**config.mk**
```make
export PLATFORM = sky130hd
export DESIGN_NAME = fts_datapath
export DESIGN_NICKNAME = d
export VERILOG_FILES = /design/src/sv/flat_triangle_span_walker_macros.svh /design/src/sv/fts_pkg.sv /design/src/sv/fts_edge.sv /design/src/sv/fts_datapath.sv
export SDC_FILE = /design/constraint.sdc
export NUM_CORES = 1
export LEC_CHECK = 0
export BUFFER_PORTS_ARGS = -buffer_cell sky130_fd_sc_hd__buf_2
export CAP_MARGIN = 30
export CORE_MARGIN = 8
export CORE_UTILIZATION = 62
export CTS_CLUSTER_DIAMETER = 50
export DETAILED_ROUTE_END_ITERATION = 8
export HOLD_SLACK_MARGIN = 0.03
export PLACE_DENSITY = 0.82
export SYNTH_ARGS = -nofsm -noshare
export SYNTH_HDL_FRONTEND = slang
export SYNTH_SLANG_ARGS = --single-unit
```
**constraint.sdc**
```tcl
create_clock -name clk -period 10.46 [get_ports clk]
set_clock_uncertainty 0.2 [all_clocks]
set_input_delay 1.046 -clock clk [delete_from_list [all_inputs] [get_ports clk]]
set_output_delay 1.046 -clock clk [all_outputs]
set_load 0.02 [all_outputs]
```
**src/sv/flat_triangle_span_walker_macros.svh**
```systemverilog
// ----------------------------------------------------------------------------
// Assertion macros for the span walker
// Clocked, reset-qualified property wrappers used by the controller (fts_ctrl).
// ----------------------------------------------------------------------------
`ifndef FLAT_TRIANGLE_SPAN_WALKER_MACROS_SVH
`define FLAT_TRIANGLE_SPAN_WALKER_MACROS_SVH

// condition holds at every edge out of reset
`define FTSW_CHECK(lbl, cond, msg) \
  lbl: assert property (@(posedge clk) disable iff (!rst_n) (cond)) else $error(msg);

// antecedent at one edge implies consequent at the next
`define FTSW_IMPLY(lbl, ante, cons, msg) \
  lbl: assert property (@(posedge clk) disable iff (!rst_n) (ante) |=> (cons)) else $error(msg);

`endif

```
**src/sv/fts_pkg.sv**
```systemverilog
// ----------------------------------------------------------------------------
// fts_pkg
// Shared widths, item codes and control structs of the span walker.
// ----------------------------------------------------------------------------
package fts_pkg;

  localparam int COORD_BITS = 12;
  localparam int MINOR_BITS = COORD_BITS + 2;
  localparam int DEC_BITS   = COORD_BITS + 3;
  localparam int COLOR_BITS = 32;

  typedef logic [COORD_BITS-1:0] coord_t;
  typedef logic [MINOR_BITS-1:0] minor_t;
  typedef logic [DEC_BITS-1:0]   dec_t;
  typedef logic [COLOR_BITS-1:0] color_t;

  // item kinds
  localparam logic KIND_START = 1'b0;
  localparam logic KIND_STEP  = 1'b1;

  typedef struct packed {
    logic   kind;
    logic   flat_top;
    coord_t apex_x;
    coord_t apex_y;
    coord_t base_row;
    coord_t base_left_x;
    coord_t base_right_x;
    color_t fill_color;
  } fts_in_t;

  // controller to datapath
  typedef struct packed {
    logic load;
    logic setup;
    logic row_begin;
    logic walk;
    logic emit;
  } fts_cmd_t;

  // datapath to controller
  typedef struct packed {
    logic active;
    logic special;
    logic walk_done;
  } fts_sts_t;

endpackage

```
**src/sv/fts_edge.sv**
```systemverilog
// ----------------------------------------------------------------------------
// fts_edge
// One Bresenham edge: setup from its end points, then one pixel per cycle.
// ----------------------------------------------------------------------------
module fts_edge
  import fts_pkg::*;
(
  input  logic     clk,
  input  fts_cmd_t cmd,
  input  coord_t   x_start,
  input  coord_t   x_end,
  input  coord_t   dy,
  output coord_t   x,
  output logic     done,
  output coord_t   lo,
  output coord_t   hi
);

  localparam coord_t COORD_ONE = coord_t'(1);

  coord_t x_r;
  dec_t   d_r;
  minor_t minor2_r;
  dec_t   mmm_r;
  logic   incr_r;
  logic   xmaj_r;
  coord_t entry_r;
  coord_t last_r;
  logic   done_r;

  logic [COORD_BITS:0] dx_s;
  coord_t adx;
  logic   xmaj_s;
  coord_t mn;
  coord_t mj;
  dec_t   d_s;
  dec_t   mmm_s;
  minor_t minor2_s;
  coord_t x_step;
  dec_t   d_add_mmm;
  dec_t   d_add_minor;

  // setup arithmetic
  always_comb begin
    dx_s     = {1'b0, x_end} - {1'b0, x_start};
    adx      = dx_s[COORD_BITS] ? (~dx_s[COORD_BITS-1:0] + COORD_ONE)
                                : dx_s[COORD_BITS-1:0];
    xmaj_s   = adx > dy;
    mn       = xmaj_s ? dy : adx;
    mj       = xmaj_s ? adx : dy;
    minor2_s = {1'b0, mn, 1'b0};
    mmm_s    = {2'b00, mn, 1'b0} - {2'b00, mj, 1'b0};
    d_s      = {2'b00, mn, 1'b0} - {3'b000, mj};
  end

  // walk arithmetic
  always_comb begin
    x_step      = incr_r ? x_r + COORD_ONE : x_r - COORD_ONE;
    d_add_mmm   = d_r + mmm_r;
    d_add_minor = d_r + {1'b0, minor2_r};
  end

  always_ff @(posedge clk) begin
    if (cmd.setup) begin
      x_r      <= x_start;
      d_r      <= d_s;
      minor2_r <= minor2_s;
      mmm_r    <= mmm_s;
      incr_r   <= x_end > x_start;
      xmaj_r   <= xmaj_s;
    end else if (cmd.row_begin) begin
      entry_r <= x_r;
      last_r  <= x_r;
      done_r  <= 1'b0;
    end else if (cmd.walk && !done_r) begin
      if (!d_r[DEC_BITS-1]) begin
        // decision crossed: take the row-change step and stop
        d_r    <= d_add_mmm;
        x_r    <= x_step;
        done_r <= 1'b1;
      end else begin
        d_r    <= d_add_minor;
        if (xmaj_r) begin
          x_r    <= x_step;
          last_r <= x_step;
        end else begin
          done_r <= 1'b1;
        end
      end
    end
  end

  assign x    = x_r;
  assign done = done_r;
  assign lo   = (entry_r < last_r) ? entry_r : last_r;
  assign hi   = (entry_r > last_r) ? entry_r : last_r;

endmodule

```
**src/sv/fts_datapath.sv**
```systemverilog
// ----------------------------------------------------------------------------
// fts_datapath
// Triangle registers, row counters, both edge walkers and the span register.
// ----------------------------------------------------------------------------
module fts_datapath
  import fts_pkg::*;
(
  input  logic     clk,
  input  logic     rst_n,
  input  fts_cmd_t cmd,
  input  fts_in_t  in_item,
  output fts_sts_t sts,
  output coord_t   span_row,
  output coord_t   span_start_x,
  output coord_t   span_end_x,
  output color_t   span_color,
  output logic     last_span
);

  localparam coord_t COORD_ONE = coord_t'(1);

  logic   active_r;
  logic   top_r;
  logic   zero_r;
  coord_t apex_r;
  coord_t x0_r;
  coord_t x1_r;
  coord_t dy_r;
  coord_t cur_row_r;
  coord_t end_row_r;
  color_t color_r;

  coord_t out_row_r;
  coord_t out_lo_r;
  coord_t out_hi_r;
  color_t out_color_r;
  logic   out_last_r;

  logic   swap;
  logic   zero_s;
  logic   bad_s;
  logic   last_row;
  coord_t l_xs, l_xe, r_xs, r_xe;
  coord_t l_x, r_x, l_lo, l_hi, r_lo, r_hi;
  logic   l_done, r_done;
  coord_t span_lo, span_hi;

  always_comb begin
    swap   = in_item.base_left_x > in_item.base_right_x;
    zero_s = in_item.apex_y == in_item.base_row;
    bad_s  = in_item.flat_top ? (in_item.apex_y < in_item.base_row)
                              : (in_item.apex_y > in_item.base_row);
  end

  // edge end points: flat-top edges run from the base ends to the apex
  always_comb begin
    l_xs = (top_r || zero_r) ? x0_r : apex_r;
    l_xe = top_r ? apex_r : x0_r;
    r_xs = (top_r || zero_r) ? x1_r : apex_r;
    r_xe = top_r ? apex_r : x1_r;
  end

  fts_edge u_left (
    .clk     (clk),
    .cmd     (cmd),
    .x_start (l_xs),
    .x_end   (l_xe),
    .dy      (dy_r),
    .x       (l_x),
    .done    (l_done),
    .lo      (l_lo),
    .hi      (l_hi)
  );

  fts_edge u_right (
    .clk     (clk),
    .cmd     (cmd),
    .x_start (r_xs),
    .x_end   (r_xe),
    .dy      (dy_r),
    .x       (r_x),
    .done    (r_done),
    .lo      (r_lo),
    .hi      (r_hi)
  );

  assign last_row = cur_row_r == end_row_r;

  always_comb begin
    priority if (zero_r) begin
      span_lo = l_x;
      span_hi = r_x;
    end else if (top_r && last_row) begin
      // apex row: both edges close on the apex
      span_lo = (l_x < apex_r) ? l_x : apex_r;
      span_hi = (r_x > apex_r) ? r_x : apex_r;
    end else begin
      span_lo = l_lo;
      span_hi = r_hi;
    end
  end

  always_ff @(posedge clk) begin
    if (!rst_n) begin
      active_r <= 1'b0;
    end else if (cmd.load) begin
      active_r <= zero_s || !bad_s;
    end else if (cmd.emit && last_row) begin
      active_r <= 1'b0;
    end
  end

  always_ff @(posedge clk) begin
    if (cmd.load) begin
      top_r     <= in_item.flat_top;
      zero_r    <= zero_s;
      apex_r    <= in_item.apex_x;
      x0_r      <= swap ? in_item.base_right_x : in_item.base_left_x;
      x1_r      <= swap ? in_item.base_left_x : in_item.base_right_x;
      dy_r      <= in_item.flat_top ? in_item.apex_y - in_item.base_row
                                    : in_item.base_row - in_item.apex_y;
      cur_row_r <= in_item.flat_top ? in_item.base_row : in_item.apex_y;
      end_row_r <= (in_item.flat_top || zero_s) ? in_item.apex_y
                                                : in_item.base_row - COORD_ONE;
      color_r   <= in_item.fill_color;
    end else if (cmd.emit && !last_row) begin
      cur_row_r <= cur_row_r + COORD_ONE;
    end
  end

  always_ff @(posedge clk) begin
    if (cmd.emit) begin
      out_row_r   <= cur_row_r;
      out_lo_r    <= span_lo;
      out_hi_r    <= span_hi;
      out_color_r <= color_r;
      out_last_r  <= last_row;
    end
  end

  assign sts.active    = active_r;
  assign sts.special   = zero_r || (top_r && last_row);
  assign sts.walk_done = l_done && r_done;

  assign span_row     = out_row_r;
  assign span_start_x = out_lo_r;
  assign span_end_x   = out_hi_r;
  assign span_color   = out_color_r;
  assign last_span    = out_last_r;

endmodule

```
==> impl_metrics.ini <==
[status]
status = complete, no violations

[clock_network]
cts-root-buf = clkbuf_16
cts_made_buffers = 40
cts.sink_count = 332
ctsLongestPathBuffers = 3
cts_post_setup_buffers_inserted = 0
cts_tree = done
clk_pin_slew_ps = 60
cts_resized = 0
clock_latency_ps = 570
cts_hold_buffers = 0
h-tree-depth = 2

[logic_synthesis]
synth_top_area_cell = edfxtp_1
syn_nets = 2574
synth-edff-count = 331
synth_cells = 2271
synthTopCellsByCount = edfxtp_1, inv_1, ha_1
synth_top_area_share = 0.432
ys_types = 93
ys_seq_area_frac = 0.433
syn_avg_cell_area_um2 = 10.1
netlist_area_um2 = 23000
async_flop_share = 0
synth_seq_cells = 332
synth_area_leaders = edfxtp_1, ha_1, a21oi_1
synth-main-ff-cell = edfxtp_1
yosysMostFrequentCell = edfxtp_1
synth_warnings = 0

[setup_path]
cp_max_fo = 35
crit_buf_inv = 2
slowest_delay_ps = 560
critPathTopFamily = compound AO/OA/AOI/OAI gates
critPathRequiredTime_ps = 10560
start_kind = register
slowest_stage = or2_2
arrival_ps = 9720
crit_top_cell = a21oi_1
critical_path.endpoint_type = register
worstSetupPathType = reg2reg

[grt]
track_usage = 0.267
grt_pass1_vias = 17900
grt_max_degree = 83
overflow = 0
antenna_found_initial = 1
grt_pass1_wl_mm = 94.2

[die]
rows = 70
start_util = 0.628
die_x_um = 209
die_h_um = 209
die_area_um2 = 43500
io_pins = 173
design.core.area_um2 = 36600

[timing]
slew_headroom = 0.313
rsz0062_at_grt = no
setup_tns_ps = 0
finalHoldViolCount = 0
min_period_ps = 9620
period_share = 0.920
worstMarginPinSlew_ps = 1030
setup_viol = 0
slew_viol_final = 0
max_freq_mhz = 104

[route]
wirelength_mm = 59.1
wl_per_cell_um = 20.2
ant_nets = 0
drt-initial-drc-count = 1573
firstDrtPassIters = 6
num_vias = 18200
drc_errors = 0
vias_per_cell = 6.23

[place]
gp_congestion = 0.988
io_buffers = 171
dp_hpwl_mm = 44.7
place_area_um2 = 24300

[run]
drv_cap = 0

[layout]
final_area_um2 = 25700
drive_above_1_share = 0.144
n_antenna_cell = 0
syn2layout_area_growth_pct = 11.5
fin_nets = 2731
finish.utilization = 0.701

[min_path]
hold_path.class = reg2reg
## per-stage QoR
step / hold slack [ps] / instances / setup WS, ps
after detailed placement: 205 / 2854 / 1150
after floorplan: 200 / 2271 / 1160
final: 213 / 2926 / 842
after global placement: 201 / 2849 / 1320
after CTS: 218 / 2926 / 1080
after global routing: 220 / 2926 / 312
## cell families (layout without fill, tap and decap cells)
logic type               count (synthesis)  after routing  synth area share
AO/OA/AOI/OAI                          596            596             0.169
AND/OR/NAND/NOR                        566            566             0.112
flip-flops                             332            332             0.433
buffers and inverters                  279            466            0.0459
adder cells (fa/ha/maj)                207            207             0.115
XOR/XNOR                               159            159            0.0638
multiplexers                           132            132            0.0603
## layout by cell type, fill, tap and decap left out, types with 44 or more instances in the layout
master / instances
edfxtp_1: 331
inv_1: 198
ha_1: 192
a21oi_1: 190
nand2_1: 186
nor2_1: 175
buf_2: 169
o21ai_0: 130
xnor2_1: 108
mux2i_1: 84
a21o_1: 47
mux2_2: 46
xor2_1: 44
## metal layers
| layer | track usage | part of all wire |
|---|---|---|
| met5 | 0 | 0.00022 |
| met4 | 0.0979 | 0.035 |
| met2 | 0.448 | 0.47 |
| met1 | 0.338 | 0.41 |
| met3 | 0.0560 | 0.086 |
## final cells by class
type | instances | area [µm²]
clock buffers | 44 | 1040
clock inverters | 28 | 287
fillers | 2714 | 11000
inverters | 200 | 751
multi-input cells | 1660 | 12000
flip-flops and latches | 332 | 9960
well taps | 468 | 586
repair buffers | 194 | 1040
## worst register-to-register path, delay by kind of cell, from the launching register on
family | cells | cell delay, ps
AOI/OAI and AO/OA | 21 | 5540
xor gates and xnor gates | 1 | 310
adders and majority gates | 3 | 1070
buffers and inverters | 2 | 530
DFF | 1 | 320
and+or+nand+nor | 6 | 1390
## sequential cells by signal (all words and copies together) (netlist names), 12 cells and up
| signal | count |
|---|---|
| u_left.last_r | 12 |
| color_r | 32 |
| u_left.entry_r | 12 |
| u_right.mmm_r | 13 |
| span_color | 32 |
| u_right.last_r | 12 |
| x1_r | 12 |
| u_left.d_r | 14 |
| u_right.x | 12 |
| span_start_x | 12 |
| u_right.entry_r | 12 |
| u_right.d_r | 14 |
| cur_row_r | 12 |
| apex_r | 12 |
| x0_r | 12 |
| u_left.mmm_r | 13 |
| u_right.minor2_r | 12 |
| u_left.x | 12 |
| span_end_x | 12 |
| dy_r | 12 |
| span_row | 12 |
| u_left.minor2_r | 12 |
| end_row_r | 12 |
## worst paths after layout
kind | from | slack [ps] | endpoint | cells after the start
max | zero_r | 840 | u_left.d_r[12] | 33
min | color_r[12] | 210 | span_color[12] | 0
max reg2reg | zero_r | 840 | u_left.d_r[12] | 33
min reg2reg | color_r[12] | 210 | span_color[12] | 0
Power is left out: the tool's default activity adds up to more than one toggle a clock period on the data nets, which glitch-free logic cannot reach.
