## config.mk

```make
export PLATFORM = sky130hd
export DESIGN_NAME = fts_ctrl
export DESIGN_NICKNAME = d
export VERILOG_FILES = /design/src/sv/fts_pkg.sv /design/src/sv/fts_ctrl.sv
export VERILOG_INCLUDE_DIRS = /design/src /design/src/sv
export SDC_FILE = /design/constraint.sdc
export NUM_CORES = 1
export LEC_CHECK = 0
export BUFFER_PORTS_ARGS = -buffer_cell sky130_fd_sc_hd__buf_2
export CAP_MARGIN = 30
export CORE_AREA = 8 8 45 47
export CTS_BUF_LIST = sky130_fd_sc_hd__clkbuf_4 sky130_fd_sc_hd__clkbuf_8
export DETAILED_ROUTE_END_ITERATION = 8
export DIE_AREA = 0 0 53 55
export PLACE_DENSITY_LB_ADDON = 0.1
export SYNTH_ARGS = -nofsm -noshare
export SYNTH_HDL_FRONTEND = slang
export SYNTH_SLANG_ARGS = --single-unit
```

## constraint.sdc

```tcl
create_clock -name clk -period 1.7 [get_ports clk]
set_input_delay 0.17 -clock clk [delete_from_list [all_inputs] [get_ports clk]]
set_output_delay 0.17 -clock clk [all_outputs]
set_load 0.1 [all_outputs]
```

## src/sv/flat_triangle_span_walker_macros.svh

```systemverilog
// ----------------------------------------------------------------------------
// Assertion macros for the span walker
// Clocked, reset-qualified property wrappers used by the controller (fts_ctrl).
// ----------------------------------------------------------------------------
`ifndef FLAT_TRIANGLE_SPAN_WALKER_MACROS_SVH
`define FLAT_TRIANGLE_SPAN_WALKER_MACROS_SVH

// condition holds at every edge out of reset
`define FTSW_CHECK(lbl, cond, msg) \
  lbl: assert property (@(posedge clk) disable iff (!rst_n) (cond)) else $error(msg);

// antecedent at one edge implies consequent at the next
`define FTSW_IMPLY(lbl, ante, cons, msg) \
  lbl: assert property (@(posedge clk) disable iff (!rst_n) (ante) |=> (cons)) else $error(msg);

`endif

```

## src/sv/fts_pkg.sv

```systemverilog
// ----------------------------------------------------------------------------
// fts_pkg
// Shared widths, item codes and control structs of the span walker.
// ----------------------------------------------------------------------------
package fts_pkg;

  localparam int COORD_BITS = 12;
  localparam int MINOR_BITS = COORD_BITS + 2;
  localparam int DEC_BITS   = COORD_BITS + 3;
  localparam int COLOR_BITS = 32;

  typedef logic [COORD_BITS-1:0] coord_t;
  typedef logic [MINOR_BITS-1:0] minor_t;
  typedef logic [DEC_BITS-1:0]   dec_t;
  typedef logic [COLOR_BITS-1:0] color_t;

  // item kinds
  localparam logic KIND_START = 1'b0;
  localparam logic KIND_STEP  = 1'b1;

  typedef struct packed {
    logic   kind;
    logic   flat_top;
    coord_t apex_x;
    coord_t apex_y;
    coord_t base_row;
    coord_t base_left_x;
    coord_t base_right_x;
    color_t fill_color;
  } fts_in_t;

  // controller to datapath
  typedef struct packed {
    logic load;
    logic setup;
    logic row_begin;
    logic walk;
    logic emit;
  } fts_cmd_t;

  // datapath to controller
  typedef struct packed {
    logic active;
    logic special;
    logic walk_done;
  } fts_sts_t;

endpackage

```

## src/sv/fts_ctrl.sv

```systemverilog
// ----------------------------------------------------------------------------
// fts_ctrl
// Sequencer for load, edge setup, row walk and span hand-off.
// ----------------------------------------------------------------------------
module fts_ctrl
  import fts_pkg::*;
(
  input  logic     clk,
  input  logic     rst_n,
  input  logic     in_valid,
  input  logic     in_kind,
  input  logic     out_ready,
  input  fts_sts_t sts,
  output logic     in_ready,
  output logic     out_valid,
  output fts_cmd_t cmd
);

  `include "flat_triangle_span_walker_macros.svh"

  typedef enum logic [1:0] {S_READY, S_SETUP, S_WALK, S_EMIT} state_t;

  state_t state_r, state_nxt;
  logic   out_valid_r, out_valid_nxt;
  logic   in_fire;
  logic   slot_free;

  assign in_ready  = state_r == S_READY;
  assign in_fire   = in_valid && in_ready;
  assign slot_free = !out_valid_r || out_ready;

  always_comb begin
    state_nxt = state_r;
    cmd       = '0;
    unique case (state_r)
      S_READY: begin
        if (in_fire) begin
          if (in_kind == KIND_START) begin
            cmd.load  = 1'b1;
            state_nxt = S_SETUP;
          end else if (sts.active) begin
            if (sts.special) begin
              state_nxt = S_EMIT;
            end else begin
              cmd.row_begin = 1'b1;
              state_nxt     = S_WALK;
            end
          end
        end
      end
      S_SETUP: begin
        cmd.setup = 1'b1;
        state_nxt = S_READY;
      end
      S_WALK: begin
        cmd.walk = 1'b1;
        if (sts.walk_done) state_nxt = S_EMIT;
      end
      S_EMIT: begin
        // hold the span until the output register frees up
        if (slot_free) begin
          cmd.emit  = 1'b1;
          state_nxt = S_READY;
        end
      end
      default: state_nxt = S_READY;
    endcase
  end

  always_comb begin
    if (cmd.emit)       out_valid_nxt = 1'b1;
    else if (out_ready) out_valid_nxt = 1'b0;
    else                out_valid_nxt = out_valid_r;
  end

  always_ff @(posedge clk) begin
    if (!rst_n) begin
      state_r     <= S_READY;
      out_valid_r <= 1'b0;
    end else begin
      state_r     <= state_nxt;
      out_valid_r <= out_valid_nxt;
    end
  end

  assign out_valid = out_valid_r;

  `FTSW_IMPLY(a_load_then_setup, cmd.load, state_r == S_SETUP, "load not followed by setup")
  `FTSW_CHECK(a_walk_needs_active, !cmd.row_begin || sts.active, "row walk with no triangle")
  `FTSW_IMPLY(a_walk_exit, state_r == S_WALK && sts.walk_done, state_r == S_EMIT, "walk stuck")
  `FTSW_IMPLY(a_emit_shows, cmd.emit, out_valid_r, "emitted span not presented")

endmodule

```

==> run metrics, run 1 <==
post-DP HPWL 527.9 microns; number of vias per cell 3.964; Post-DRT Antenna Nets 0; Crit path max-delay family simple AND/OR/NAND/NOR gates; placed cell count 52; Seq cells post-synth 3; Synthesized Nets 31; Root Buffer clkbuf_4; post-CTS sizing 0; wire length per cell 11.04 microns; GR Util met1 ~2.3%; Yosys top cell area share 31.17%; drt drc 0; area growth from synthesis to layout 85.71%; Synth warnings 0; worst vdd ir 291.6 uV; Worst-path clk slew around 0.040 ns; total negative slack for setup checks 0 ns; Final Skew roughly 0.00084 ns; Finished Layout Cells 56; Vias 222; PnR worst setup slack ~0.068 ns; cells after synthesis 23; Placed Area 327.8 sq um; Critical path buffers and inverters 1; setup bufs post-CTS 0; port buffer count 14; Syn Std Cell Area ~190 sq um; # clock sinks 3; Worst EP required roughly 1.5 ns; Rel. slew slack between 60% and 70%; total CTS buffers 3; Initial Utilization 13.92%; # hold bufs at CTS 0; Pre-Repair DR Iteration Count 2; RSZ-0062 raised after global routing no; GR peak layer met2; highest achievable clock rate 612.8 MHz; worst path arrival time 1.46 ns; Max Root-Sink Buffers 2; worst-path maximum fanout 7; class of the worst hold path primary input to register; Clk Latency, worst-skew pair 0.23 ns; io pins 15; final hold violation count 0; CP max-delay cell or3b_4; Mean Syn Cell Area 8.378 sq um; pre-CTS WS 0.3082 ns; # nets final roughly 50; synth unique cells 15; outcome completed; Startpoint Class register; max-slew violations 0; GRT overflow 0; global-route wire length before repair about 780 microns; die width 53 microns; Core Region about 1400 sq um; Seq/Total Area, Yosys 31.17%; final instance area 357.8 sq um; cell chain of the critical path or3b_4 > nor3_4 > buf_12; final wirelength 618 microns; Synth area leader dfxtp_1; vias in the first global route 218; # rows 14; GRT met2 Usage 7.227%; DRT iter0 DRCs 2; Worst setup EP type output port; Slew @ Worst Pin a little under 0.5 ns; layout cells sized above 1 just under 70%; ranking of synthesized cells by area dfxtp_1, nor2b_1, a2bb2o_2; DIE AREA 2915 sq um; hold slack 0.1657 ns; period utilization 95.99%; H-Tree Depth 1; gpl congestion 0.6912; crit-path max cell delay 0.44 ns; antenna cells 0; antenna violations before repair 0; pwr/cell area 928.3 nW/um^2; All-Layer GR Usage under 10%; Tmin final 1.632 ns; TritonCTS clock tree done; met3 usage 2.406%; Die Ht 55 microns; WS Path Type register to output port; Leak 0.1630 nW; max cap viols 0; largest net degree at the start of global routing 8; final setup vio count 0
[cell type report]
type / count / area (sq um)
repair buffers: 14 / 100.1
fillers: 159 / 1026
clock buffers: 4 / 30.03
flip-flops and latches: 3 / 61.31
multi-input cells: 19 / 146.4
well taps: 16 / 20.02
[flip-flops by register name, summed over array words and instances, names as in the netlist]
name / flops
out_valid: 1
state_r: 2
[logic make-up (layout without fill, tap and decap cells)]
family | Yosys count | count (layout) | share of synthesized area, %
flops | 3 | 3 | 31.17
buf+inv | 1 | 18 | 3.898
compound gates | 6 | 6 | 25.98
simple gates | 13 | 13 | 38.97
[path summary, 6_finish.rpt]
check / startpoint / end / slack [ns] / cells after the start
setup / recovery: state_r[1] / cmd[2] / 0.07 / 3
hold / removal: rst_n / state_r[0] / 0.17 / 2
setup reg to reg: state_r[1] / state_r[0] / 0.63 / 3
hold reg to reg: out_valid / out_valid / 0.52 / 2
[Yosys cell counts, drive strengths merged]
cell,n
a21boi,1
buf,1
nor2,3
nor2b,3
nor3,1
a31oi,1
and2,1
o2bb2ai,1
nand2b,1
a2bb2o,1
dfxtp,3
o21a,1
a21oi,1
nand2,3
or3b,1
[metal layers]
metal  share of wire (%)  vias up
li1                    -      112
met1                  33      101
met2                  54        7
met3                 9.7        2
met4                 2.4        0
met5                   0        -
[where the power goes]
part	total (mW)	switching, mW	internal [mW]
clock	0.142	0.0376	0.104
sequential	0.0794	0.00521	0.0742
combinational	0.111	0.0797	0.0315
total	0.332	0.123	0.210
[cells in the final DEF, fill, tap and decap left out, drive strengths merged]
cell type	Yosys	final
a21oi	1	1
clkbuf	0	4
nor2	3	3
a21boi	1	1
o21a	1	1
and2	1	1
or3b	1	1
o2bb2ai	1	1
dfxtp	3	3
nor2b	3	3
nand2b	1	1
nand2	3	3
a2bb2o	1	1
nor3	1	1
a31oi	1	1
buf	1	14
[through the flow]
step	power, mW	util [%]
global route	0.3469	25.86
CTS	0.3423	25.86
floorplan	0.1620	-
global placement	0.1925	23.69
detailed placement	0.1928	23.69
finish	0.3322	25.86
No activity file was read; power rests on OpenSTA's default activity.
==> run 2, diff against run 1 <==
--- a/config.mk
+++ b/config.mk
@@ -6,6 +6,7 @@
 export SDC_FILE = /design/constraint.sdc
 export NUM_CORES = 1
 export LEC_CHECK = 0
+export ABC_AREA = 1
 export BUFFER_PORTS_ARGS = -buffer_cell sky130_fd_sc_hd__buf_2
 export CAP_MARGIN = 30
 export CORE_AREA = 8 8 45 47
==> run 2 against run 1 <==
  * Worst hold slack gained 0.043 ns
  * Synthesized cell count grew 57%
  * Critical path type unchanged
  * Via count grew 16%
  * Critical endpoint unchanged
  * Combinational power up 96%
  * Wire length up 0.65%
==> run metrics, run 2 <==
CP max-delay cell buf_2; largest family of logic cells by synthesized area simple AND/OR/NAND/NOR gates; Filler cells about 170; pwr/cell area 1324 nW/um^2; max reg flops 2; EDFF count, synth 0; H-Tree Depth 1; final setup vio count 0; max cap viols 0; # nets final 62; worst vdd ir 305.2 uV; number of vias per cell ~3.7; Leak 0.2046 nW; most frequent cells after synthesis inv_1, nand2_1, nor2_1; cell chain of the critical path nor2_4 > nand2_2 > nor3b_4 > buf_2; post-DP HPWL around 560 microns; TritonCTS clock tree done; All-Layer GR Usage 4.915%; Core Region between 1000 and 1500 sq um; final instance area about 340 sq um; drt drc 0; Post-Synth XOR/XNOR Area 0%; wire length per cell between 9 and 10 microns; Post-DRT Antenna Nets 0; post-layout util 24.50%; Total Power 0.4489 mW; highest achievable clock rate between 600 and 700 MHz; Synthesized Nets 44; Seq/Total Area, Yosys 29.81%; Seq cells post-synth 3; worst path arrival time 1.41 ns; vias in the first global route roughly 250; Tmin final ~1.6 ns; outcome completed; Slew @ Worst Pin 0.4877 ns; # hold bufs at CTS 0; Adder-Cell Fraction of Synth Area 0%; synth unique cells 10; layout cells sized above 1 45.28%; crit-path max cell delay 0.44 ns; die width 53 microns; Worst EP required 1.53 ns; R2R Setup Slk 0.66 ns; GRT overflow 0; class of the worst hold path primary input to register; commonest non-fill, non-tap cell in the layout buf_2; Placed Area 309.0 sq um; ranking of synthesized cells by area dfxtp_1, inv_1, nand2_1; period utilization approximately 93%; Yosys top cell area share 29.81%; simple-gate share of the synthesized area approximately two fifths; port buffer count 14; Top reg by flops state_r; worst-path maximum fanout 5; final wirelength 622 microns; Mean Syn Cell Area around 5.6 sq um; Pre-Repair DR Iteration Count 3; Synth warnings 0; Startpoint Class register; Post-synth ARST share 0%; Final Skew roughly 0.00085 ns; antenna violations before repair 0; Die Ht 55 microns; Top FF cell, synth dfxtp_1; setup bufs post-CTS 0; global-route wire length before repair 966 microns; # rows 14; cells after synthesis 36; DIE AREA around 3000 sq um; post-CTS sizing 0; Syn Std Cell Area 201.4 sq um; Synth area leader dfxtp_1; total CTS buffers 3; Worst-path clk slew 0.04 ns; largest net degree at the start of global routing 6; Initial Utilization between 10% and 20%; gpl congestion 0.6505; Vias 257; total negative slack for setup checks 0 ns; Root Buffer clkbuf_4; Worst setup EP type output port; area growth from synthesis to layout 68.32%; max-slew violations 0; DRT iter0 DRCs 4; Compound-Gate Fraction of Synth Area 9.938%; Clk Latency, worst-skew pair 0.23 ns; Max Root-Sink Buffers 2; WS Path Type register to output port; # clock sinks 3; proportion of synthesized area in mux cells 0%; final hold violation count 0; antenna cells 0; commonest non-fill, non-tap cells in the layout buf_2, inv_1, nand2_1; RSZ-0062 raised after global routing no; Rel. slew slack 67.71%; io pins 15
## run 2: per-layer routing
layer  GRT usage, %  up-vias  part of all wire (%)
met5              0        -                     0
met4          6.466        0                  0.96
met3          2.139        2                    12
met2          8.008        8                    50
met1          3.945      106                    37
li1               -      141                     -
## run 2: through the flow
step | setup WS (ns) | hold slack, ns | cells
floorplan | -0.3845 | 0.3138 | 36
global placement | 0.3520 | 0.4525 | 65
detailed placement | 0.3485 | 0.4457 | 65
CTS | 0.09233 | 0.1959 | 69
global route | 0.05950 | 0.2232 | 69
finish | 0.1202 | 0.2085 | 69
## run 2: cell type report
cell class	instances	area [sq um]	share of cell area [%]
multi-input combinational	24	127.6	37.64
timing repair buffer	14	70.07	20.66
sequential	3	61.31	18.08
clock buffer	4	30.03	8.856
inverter	8	30.03	8.856
tap	16	20.02	5.904
## run 2: kinds of logic after synthesis
logic type	after synthesis
AOI/OAI and AO/OA	4
buffers and inverters	9
DFF	3
and+or+nand+nor	20
## run 2: path summary, 6_finish.rpt
path,start,endpoint,cells after the start
setup reg to reg,state_r[0],state_r[0],6
hold / removal,rst_n,state_r[1],3
setup / recovery,state_r[1],cmd[2],4
hold reg to reg,out_valid,out_valid,2
## run 2: power breakdown
| part | total (mW) | switching, mW | internal (mW) |
|---|---|---|---|
| clock network | 0.140 | 0.0360 | 0.104 |
| registers | 0.0910 | 0.0114 | 0.0797 |
| logic | 0.218 | 0.177 | 0.0415 |
| total | 0.449 | 0.224 | 0.225 |
## run 2: worst max-delay path: cells and delay by family (launching register included)
| family | cells | cell delay [ns] |
|---|---|---|
| flip-flops | 1 | 0.34 |
| AND/OR/NAND/NOR | 3 | 0.40 |
| buffers and inverters | 1 | 0.44 |
